### src/vgd_pkg.sv
package vgd_pkg;

    localparam int VERTEX_BITS    = 32;
    localparam int EDGE_BITS      = 32;
    localparam int SOURCE_BITS    = 32;
    localparam int BYTE_BITS      = 8;
    localparam int SHIFT_W        = 6;
    localparam int GROUP_BITS     = 7;
    localparam int FIRST_MAG_BITS = 6;
    localparam int CONT_BIT       = 7;
    localparam int SIGN_BIT       = 6;

    localparam logic [SHIFT_W-1:0] SHIFT_MAX   = '1;
    localparam logic [SHIFT_W-1:0] FIRST_SHIFT = SHIFT_W'(FIRST_MAG_BITS);

    typedef logic [VERTEX_BITS-1:0] vertex_t;
    typedef logic [SHIFT_W-1:0]     shift_t;

    typedef struct packed {
        logic [BYTE_BITS-1:0]   code_byte;
        logic                   list_start;
        logic [SOURCE_BITS-1:0] source_vertex;
    } vgd_in_t;

    typedef struct packed {
        logic [EDGE_BITS-1:0] edge_value;
        logic                 first_of_list;
    } vgd_out_t;

    // Byte held in the input register
    typedef struct packed {
        logic    valid;
        vgd_in_t item;
    } vgd_stage_t;

    // Result offered to the output register
    typedef struct packed {
        logic     valid;
        vgd_out_t data;
    } vgd_res_t;

endpackage

### src/vgd_in_stage.sv
module vgd_in_stage (
    input  logic                aclk,
    input  logic                aresetn,
    input  logic                s_valid,
    output logic                s_ready,
    input  vgd_pkg::vgd_in_t    s_data,
    input  logic                advance,
    output vgd_pkg::vgd_stage_t stage
);
    import vgd_pkg::*;

    logic    valid_reg;
    logic    valid_next;
    vgd_in_t item_reg;

    // Take a new byte when the register is empty or the held one leaves this cycle
    assign s_ready = !valid_reg || advance;

    always_comb begin
        valid_next = valid_reg;
        if (s_valid && s_ready) begin
            valid_next = 1'b1;
        end else if (advance) begin
            valid_next = 1'b0;
        end
    end

    always_ff @(posedge aclk) begin
        if (!aresetn) begin
            valid_reg <= 1'b0;
        end else begin
            valid_reg <= valid_next;
        end
    end

    always_ff @(posedge aclk) begin
        if (s_valid && s_ready) begin
            item_reg <= s_data;
        end
    end

    assign stage.valid = valid_reg;
    assign stage.item  = item_reg;

endmodule

### src/vgd_decode.sv
module vgd_decode (
    input  logic                aclk,
    input  logic                aresetn,
    input  vgd_pkg::vgd_stage_t stage,
    input  logic                out_free,
    output logic                advance,
    output vgd_pkg::vgd_res_t   res
);
    import vgd_pkg::*;

    vertex_t accum_reg, accum_next;
    shift_t  shift_reg, shift_next;
    logic    first_reg, first_next;
    logic    neg_reg,   neg_next;
    logic    mid_reg,   mid_next;
    vertex_t prev_reg,  prev_next;
    vertex_t src_reg,   src_next;

    logic [BYTE_BITS-1:0] b;
    logic                 cont;
    vertex_t              acc_base;
    shift_t               shift_base;
    vertex_t              acc_cur;
    shift_t               shift_cur;
    logic [SHIFT_W:0]     shift_sum;
    logic                 first_cur;
    logic                 neg_cur;
    vertex_t              src_cur;
    vertex_t              sum_base;
    vertex_t              addend;
    logic                 sub;
    vertex_t              val;

    assign b    = stage.item.code_byte;
    assign cont = b[CONT_BIT];

    // Continuation bytes never stall on the output side
    assign advance = stage.valid && (cont || out_free);

    always_comb begin
        acc_base   = mid_reg ? accum_reg : '0;
        shift_base = mid_reg ? shift_reg : '0;
        shift_sum  = {1'b0, shift_base} + (SHIFT_W + 1)'(GROUP_BITS);
        if (stage.item.list_start) begin
            src_cur   = VERTEX_BITS'(stage.item.source_vertex);
            first_cur = 1'b1;
            neg_cur   = b[SIGN_BIT];
            acc_cur   = VERTEX_BITS'(b[FIRST_MAG_BITS-1:0]);
            shift_cur = FIRST_SHIFT;
        end else begin
            src_cur   = src_reg;
            first_cur = mid_reg && first_reg;
            neg_cur   = neg_reg;
            // Groups past the top of the word shift out to zero
            acc_cur   = acc_base | (VERTEX_BITS'(b[GROUP_BITS-1:0]) << shift_base);
            if (cont) begin
                shift_cur = (shift_sum > (SHIFT_W + 1)'(SHIFT_MAX)) ? SHIFT_MAX
                                                                      : shift_sum[SHIFT_W-1:0];
            end else begin
                shift_cur = shift_base;
            end
        end
    end

    // One adder: source +/- magnitude for the first edge, previous + gap after
    always_comb begin
        sub      = first_cur && neg_cur;
        sum_base = first_cur ? src_cur : prev_reg;
        addend   = sub ? ~acc_cur : acc_cur;
        val      = sum_base + addend + VERTEX_BITS'(sub);
    end

    always_comb begin
        accum_next = accum_reg;
        shift_next = shift_reg;
        first_next = first_reg;
        neg_next   = neg_reg;
        mid_next   = mid_reg;
        prev_next  = prev_reg;
        src_next   = src_reg;
        if (advance) begin
            neg_next = neg_cur;
            src_next = src_cur;
            if (cont) begin
                accum_next = acc_cur;
                shift_next = shift_cur;
                first_next = first_cur;
                mid_next   = 1'b1;
            end else begin
                accum_next = '0;
                shift_next = '0;
                first_next = 1'b0;
                mid_next   = 1'b0;
                prev_next  = val;
            end
        end
    end

    always_ff @(posedge aclk) begin
        if (!aresetn) begin
            accum_reg <= '0;
            shift_reg <= '0;
            first_reg <= 1'b0;
            neg_reg   <= 1'b0;
            mid_reg   <= 1'b0;
            prev_reg  <= '0;
            src_reg   <= '0;
        end else begin
            accum_reg <= accum_next;
            shift_reg <= shift_next;
            first_reg <= first_next;
            neg_reg   <= neg_next;
            mid_reg   <= mid_next;
            prev_reg  <= prev_next;
            src_reg   <= src_next;
        end
    end

    assign res.valid              = stage.valid && !cont;
    assign res.data.edge_value    = EDGE_BITS'(val);
    assign res.data.first_of_list = first_cur;

endmodule

### src/vgd_out_stage.sv
module vgd_out_stage (
    input  logic              aclk,
    input  logic              aresetn,
    input  vgd_pkg::vgd_res_t res,
    output logic              out_free,
    output logic              m_valid,
    input  logic              m_ready,
    output vgd_pkg::vgd_out_t m_data
);
    import vgd_pkg::*;

    logic     valid_reg;
    logic     valid_next;
    vgd_out_t data_reg;
    logic     load;

    assign out_free = !valid_reg || m_ready;
    assign load     = res.valid && out_free;

    always_comb begin
        valid_next = valid_reg;
        if (load) begin
            valid_next = 1'b1;
        end else if (m_ready) begin
            valid_next = 1'b0;
        end
    end

    always_ff @(posedge aclk) begin
        if (!aresetn) begin
            valid_reg <= 1'b0;
        end else begin
            valid_reg <= valid_next;
        end
    end

    always_ff @(posedge aclk) begin
        if (load) begin
            data_reg <= res.data;
        end
    end

    assign m_valid = valid_reg;
    assign m_data  = data_reg;

endmodule

### src/varint_gap_decoder_core.sv
// Varint gap decoder for compressed adjacency lists.
// Input channel (s_valid/s_ready/s_data): one transaction per stream byte.
//   Set list_start on the first byte of a list and give its source vertex
//   with that byte; the byte also opens the first edge (6 magnitude bits,
//   sign in bit 6, continue in bit 7). Later edges are 7-bit varint gaps
//   added to the previous edge. A zero gap must be sent as one 0x00 byte.
// Result channel (m_valid/m_ready/m_data): one transaction per completed
//   edge, issued for the byte with bit 7 clear, carrying the target vertex
//   and a first_of_list flag. Continuation bytes produce nothing.
// Path: the last byte of an edge waits in the input register, is decoded
//   combinationally, and its result is loaded into the result register once it has room.
// Throughput: one byte per cycle while finished edges find the result register
//   free. The limit is the decode loop: group shift, OR into the accumulator, one 32-bit add.
// Stall: when m_ready is low the result register holds; one more byte can
//   wait in the input register and continuation bytes keep draining, so
//   s_ready drops only when a finished edge finds the result register full.
// Reset (aresetn low, synchronous): drop any byte or result in flight and
//   clear the decode state; gaps before the first list start add to zero.
module varint_gap_decoder_core (
    input  logic              aclk,
    input  logic              aresetn,
    input  logic              s_valid,
    output logic              s_ready,
    input  vgd_pkg::vgd_in_t  s_data,
    output logic              m_valid,
    input  logic              m_ready,
    output vgd_pkg::vgd_out_t m_data
);
    import vgd_pkg::*;

    vgd_stage_t stage;
    vgd_res_t   res;
    logic       advance;
    logic       out_free;

    // Hold the accepted byte for the decode stage
    vgd_in_stage u_in (
        .aclk    (aclk),
        .aresetn (aresetn),
        .s_valid (s_valid),
        .s_ready (s_ready),
        .s_data  (s_data),
        .advance (advance),
        .stage   (stage)
    );

    // Assemble the varint and resolve the edge against source or previous edge
    vgd_decode u_dec (
        .aclk     (aclk),
        .aresetn  (aresetn),
        .stage    (stage),
        .out_free (out_free),
        .advance  (advance),
        .res      (res)
    );

    // Register the finished edge toward the receiver
    vgd_out_stage u_out (
        .aclk     (aclk),
        .aresetn  (aresetn),
        .res      (res),
        .out_free (out_free),
        .m_valid  (m_valid),
        .m_ready  (m_ready),
        .m_data   (m_data)
    );

endmodule

### config.mk
export PLATFORM = sky130hd
export DESIGN_NAME = varint_gap_decoder_core
export DESIGN_NICKNAME = d
export VERILOG_FILES = /design/src/vgd_pkg.sv /design/src/vgd_in_stage.sv /design/src/vgd_decode.sv /design/src/vgd_out_stage.sv /design/src/varint_gap_decoder_core.sv
export SDC_FILE = /design/constraint.sdc
export NUM_CORES = 1
export LEC_CHECK = 0
export ABC_AREA = 1
export CORE_MARGIN = 1.5
export CORE_UTILIZATION = 40
export CTS_BUF_LIST = sky130_fd_sc_hd__clkbuf_4
export CTS_CLUSTER_SIZE = 20
export DETAILED_ROUTE_END_ITERATION = 8
export DONT_BUFFER_PORTS = 1
export PLACE_DENSITY = 0.64
export SYNTH_ARGS = -nofsm -noshare
export SYNTH_HDL_FRONTEND = slang
export SYNTH_SLANG_ARGS = --single-unit
export TNS_END_PERCENT = 30
### constraint.sdc
create_clock -name aclk -period 5 [get_ports aclk]
set_input_delay 0.5 -clock aclk [delete_from_list [all_inputs] [get_ports aclk]]
set_output_delay 0.5 -clock aclk [all_outputs]
set_load 0.01 [all_outputs]
; Word level (Yosys, flattened, before mapping)
; Index checks and enable logic that the tools add are counted.
[op_classes]
n_addsub = 3
n_lt_le_gt_ge = 1
n_shift = 1
n_mux = 18
bitwise_logic = 3
n_reduce_logical = 15
[op_table]
columns = op, n
row1 = two-way mux 32 bit, 6
row2 = adder 32 x 1 -> 32 bit, 1
row3 = adder 32 bit, 1
row4 = NOT 32 bit, 1
row5 = bitwise OR 32 bit, 1
row6 = left shift 7 x 6 -> 32 bit, 1
row7 = two-way mux 6 bit, 4
row8 = two-way mux 1 bit, 8
row9 = "adder 6 x 3 -> 7 bit, second input constant", 1
row10 = "> comparator 7 x 6 -> 1 bit, second input constant", 1
row11 = logical AND 1 bit, 6
row12 = nonzero test 2 bit, 2
row13 = zero test 1 bit, 3
row14 = logical OR 1 bit, 3
row15 = AND reduction 2 bit, 1
row16 = NOT 1 bit, 1
[word_totals]
ff_bits = 181
input_bits = 45
out_inout_bits = 35
wordCells = 55

; Longest topological paths before layout
[logic_depth]
ltp_word = 8
depth_mapped = 29
ltp_nobuf = 29

; Hierarchy
; From an unflattened synthesis, not the netlist that was laid out.
[hier_totals]
hier_cells = 1315
hier_area_um2 = 10039.6
[by_module_without_submodules]
columns = module, n_inst, cells_each, area_per_inst_um2
row1 = vgd_decode, 1, 1226, 7707.4
row2 = vgd_in_stage, 1, 49, 1290.0
row3 = vgd_out_stage, 1, 40, 1042.2

; Worst setup path before layout
; OpenSTA, ideal clock, no wires.
[synth_path]
path_kind = input to register
start = in m_ready
end = reg u_in.item_reg (netlist bit u_in.stage[0]) (enable)
setup_time_ns = 0.453
t_arrival_ns = 3.078
setup_slack_ns = 1.470
path_stages = 6
n_path_buf = 2
cell_sequence = nor2_1 > nand2_1 > nand2_1 > clkbuf_1 > clkbuf_1 > a21oi_1
[synth_via]
elab_chain_len = 5
[synth_lines]
columns = element, line
row1 = from (decl), varint_gap_decoder_core.sv:26  ; input logic m_ready,
row2 = logical OR 1 bit, vgd_out_stage.sv:17  ; assign out_free = !valid_reg || m_ready;
row3 = logical OR 1 bit, vgd_decode.sv:38  ; assign advance = stage.valid && (cont || out_free);
row4 = logical AND 1 bit, vgd_decode.sv:38
row5 = logical OR 1 bit, vgd_in_stage.sv:17  ; assign s_ready = !valid_reg || advance;
row6 = logical AND 1 bit, vgd_in_stage.sv:37  ; if (s_valid && s_ready) begin
row7 = to (signal assigned), vgd_in_stage.sv:38  ; item_reg <= s_data;
row8 = to (decl), vgd_in_stage.sv:14  ; vgd_in_t item_reg;
; No other way between the ends.
; A chain may end at the register's enable or synchronous reset.

==> metrics <==
postcts setup bufs 0; clk sinks 181; Syn Inst Count approximately 1300; Synth top area share 22.4%; first-pass GRT wire length 43600 um; max-cap violations 0; IO buf count 0; Core Area approximately 0.024 sq mm; Final Skew ~0.034 ns; hold_buf cts 43; CP max FO 27; Final Slew Violations 0; max reg flops between 40 and 50; DR iter-0 viols 830; TritonCTS Buffers 17; reg-to-reg critical path startpoint u_dec.mid_reg; TNS Setup 0 ns; unrepaired setup endpoints after global routing no; Worst R2R Path Depth 20; Initial DRT Pass Iterations 5; power per cell area approximately 280 mW/mm^2; htree depth 4; Mapped Nets 1408; DR vias around 8700; Max clock buf depth 2; final hold vios 0; DR vias/cell around 5.2; critical path launch point type register; CTS tree done; post-synth cell types 46; min-delay src aresetn; nets 1422; Worst Setup Slack, final ~0.66 ns; Setup WS pre-CTS between 0.7 and 0.8 ns; NetSw just over 1 mW; maximum number of pins on one net before global-route repair between 70 and 80; crit path kind reg -> reg; worst hold path cell count 2; row count 57; minimum clock period about 4.3 ns; Mapped Avg Cell Area ~7.4 sq um; required time worst endpoint 5.53 ns; Ports 80; outcome complete, no violations; synth top area cells edfxtp_1 22%, dfxtp_1 22%, nand2_1 13%; Post-route DRC 0; flops & latches, synth between 150 and 200; Top FF cell, synth dfxtp_1; GP Congestion 0.964; clock power share between 20% and 30%; die height between 150 and 200 um; fmax between 0.2 and 0.25 GHz; Final setup viols 0; Crit. End Element register; vias in the first global route around 8000; design area 0.0109 sq mm; Routed Wire Length 27700 um; Syn. warnings 0; normalized max-slew margin about 42%; Die ar. ~0.026 sq mm; worst r2r dst u_dec.prev_reg[30]; # resized after CTS 0; Post-DRT Antenna Nets 0; filler cell count between 2000 and 2500; share of layout cells above drive strength 1 under 10%; initial antenna violation count 1; Area growth syn-to-layout 10.2%; hold path endpoint u_dec.src_reg[17]; Fin Hold WS ~0.027 ns; clock root buffer clkbuf_4; Max VDD drop approximately 0.00018 V; ys async rst share 0%; Remaining Overflow, GRT 0; Tot GR Track Use between 20% and 30%; Final Core Density approximately 45%; share of power burned in registers between 50% and 60%; Clk Latency, worst-skew pair between 0.6 and 0.7 ns; Switching Fraction between 30% and 40%; Tcrit/Tclk final roughly 87%; Die W approximately 160 um; WL/cell approximately 16 um; sequential share of the synthesized area about 44%; Post-synth EDFFs 74; HP Class in -> reg; P_leak between 4 and 5 nW; post-synthesis cell type with the largest combined area edfxtp_1; Placed Area a little over 0.01 sq mm; hpwl dp about 20000 um; Initial Utilization around two fifths; synthesized area slightly below 0.01 sq mm; reg2reg setup slack between 0.6 and 0.7 ns; Arr. time, crit path 4.87 ns; CTS clk-pin slew, worst paths between 0.15 and 0.2 ns; P_int approximately 2.0 mW; measured slew at the worst slew-check pin approximately 0.87 ns; Comb power frac between 10% and 20%
-- per-stage QoR --
stage / instances / total power [mW]
3_5_place_dp: 1607 / 2.22
6_report: 1684 / 3.06
5_1_grt: 1683 / 3.20
4_1_cts: 1682 / 3.08
3_3_place_gp: 1607 / 2.21
2_1_floorplan: 1331 / 2.06
-- placed cells by master (no fill, tap or decap), types with 4 or more instances in the layout --
cell type and instances:
a21oi_1 143, a31oi_1 4, buf_4 12, clkbuf_4 17, clkinv_1 4, clkinv_8 5
dfxtp_1 107, dlygate4sd3_1 43, edfxtp_1 74, ha_1 31, inv_1 160, inv_2 7
inv_8 4, nand2_1 355, nand3_1 27, nor2_1 63, nor3_1 7, o21a_1 5
o21ai_0 164, o21ai_1 18, o22ai_1 11, or2_1 4, xnor2_1 4, xor2_1 47
-- per-layer routing --
metal | track usage, % | share of wire (%) | vias to the layer above
li1 | - | - | 4399
met1 | 32.4 | 50 | 4021
met2 | 33.2 | 43 | 256
met3 | 2.61 | 5.3 | 32
met4 | 6.29 | 1.8 | 0
met5 | 0 | 0 | -
-- synth_stat cells (all sizes together) (2+ instances only) --
| cell type | n |
|---|---|
| or2 | 6 |
| o22ai | 11 |
| a21oi | 145 |
| a22o | 2 |
| dfxtp | 107 |
| inv | 167 |
| a31oi | 4 |
| o311ai | 2 |
| clkbuf | 51 |
| a221oi | 3 |
| nor3 | 7 |
| o21a | 5 |
| edfxtp | 74 |
| nand3 | 27 |
| nor2 | 65 |
| o21ai | 184 |
| a21o | 3 |
| mux2i | 2 |
| xor2 | 47 |
| o31ai | 3 |
| nand4 | 2 |
| a211oi | 2 |
| xnor2 | 4 |
| ha | 31 |
| nand2 | 358 |
| clkinv | 2 |
| buf | 9 |
-- worst max-delay path by stage --
| stage | from | to | slack, ns |
|---|---|---|---|
| floorplan | m_ready | u_in.stage[0] | 1.47 |
| global placement | u_dec.mid_reg | u_dec.prev_reg[30] | 0.85 |
| detailed placement | u_dec.mid_reg | u_dec.prev_reg[30] | 0.74 |
| CTS | u_dec.mid_reg | u_dec.prev_reg[30] | 0.75 |
| global route | u_dec.mid_reg | u_dec.prev_reg[24] | 0.36 |
| finish | u_dec.mid_reg | u_dec.prev_reg[30] | 0.66 |
-- power groups by stage --
stage | registers, mW | clock network [mW] | logic (mW)
floorplan | 1.69 | 0 | 0.372
global placement | 1.70 | 0 | 0.514
detailed placement | 1.70 | 0 | 0.518
CTS | 1.67 | 0.859 | 0.550
global route | 1.67 | 0.905 | 0.620
finish | 1.67 | 0.834 | 0.558
-- critical path, cell delays in order (launching register included) --
cell,delay [ns]
dfxtp_1,0.49
buf_4,0.36
a21oi_2,0.18
nor2_2,0.37
inv_2,0.37
xor2_1,0.30
fa_1,0.49
nand2_1,0.09
nand2_1,0.05
o21ai_0,0.21
inv_1,0.14
a21oi_1,0.25
o21ai_0,0.19
nand3_1,0.11
nand2_1,0.14
nand3_1,0.14
nand2_1,0.06
nand2_1,0.07
nand2_1,0.08
o21ai_0,0.16
inv_1,0.06
-- final cells by class --
type / count / area (sq um) / area share [%]
clock inverter: 15 / 164 / 1.50
tap: 324 / 405 / 3.72
multi-input combinational: 921 / 4690 / 43.0
antenna: 2 / 5.00 / 0.0459
inverter: 169 / 634 / 5.81
timing repair buffer: 55 / 520 / 4.77
sequential: 181 / 4360 / 40.0
clock buffer: 17 / 128 / 1.17
-- cell families after synthesis --
family	synth area share, %
adder cells (fa/ha/maj)	4.12
buffers and inverters	8.79
AND/OR/NAND/NOR	18.4
AO/OA/AOI/OAI	19.9
flip-flops	44.1
XOR/XNOR	4.51
multiplexers	0.202
(Power assumes the default switching activity.)
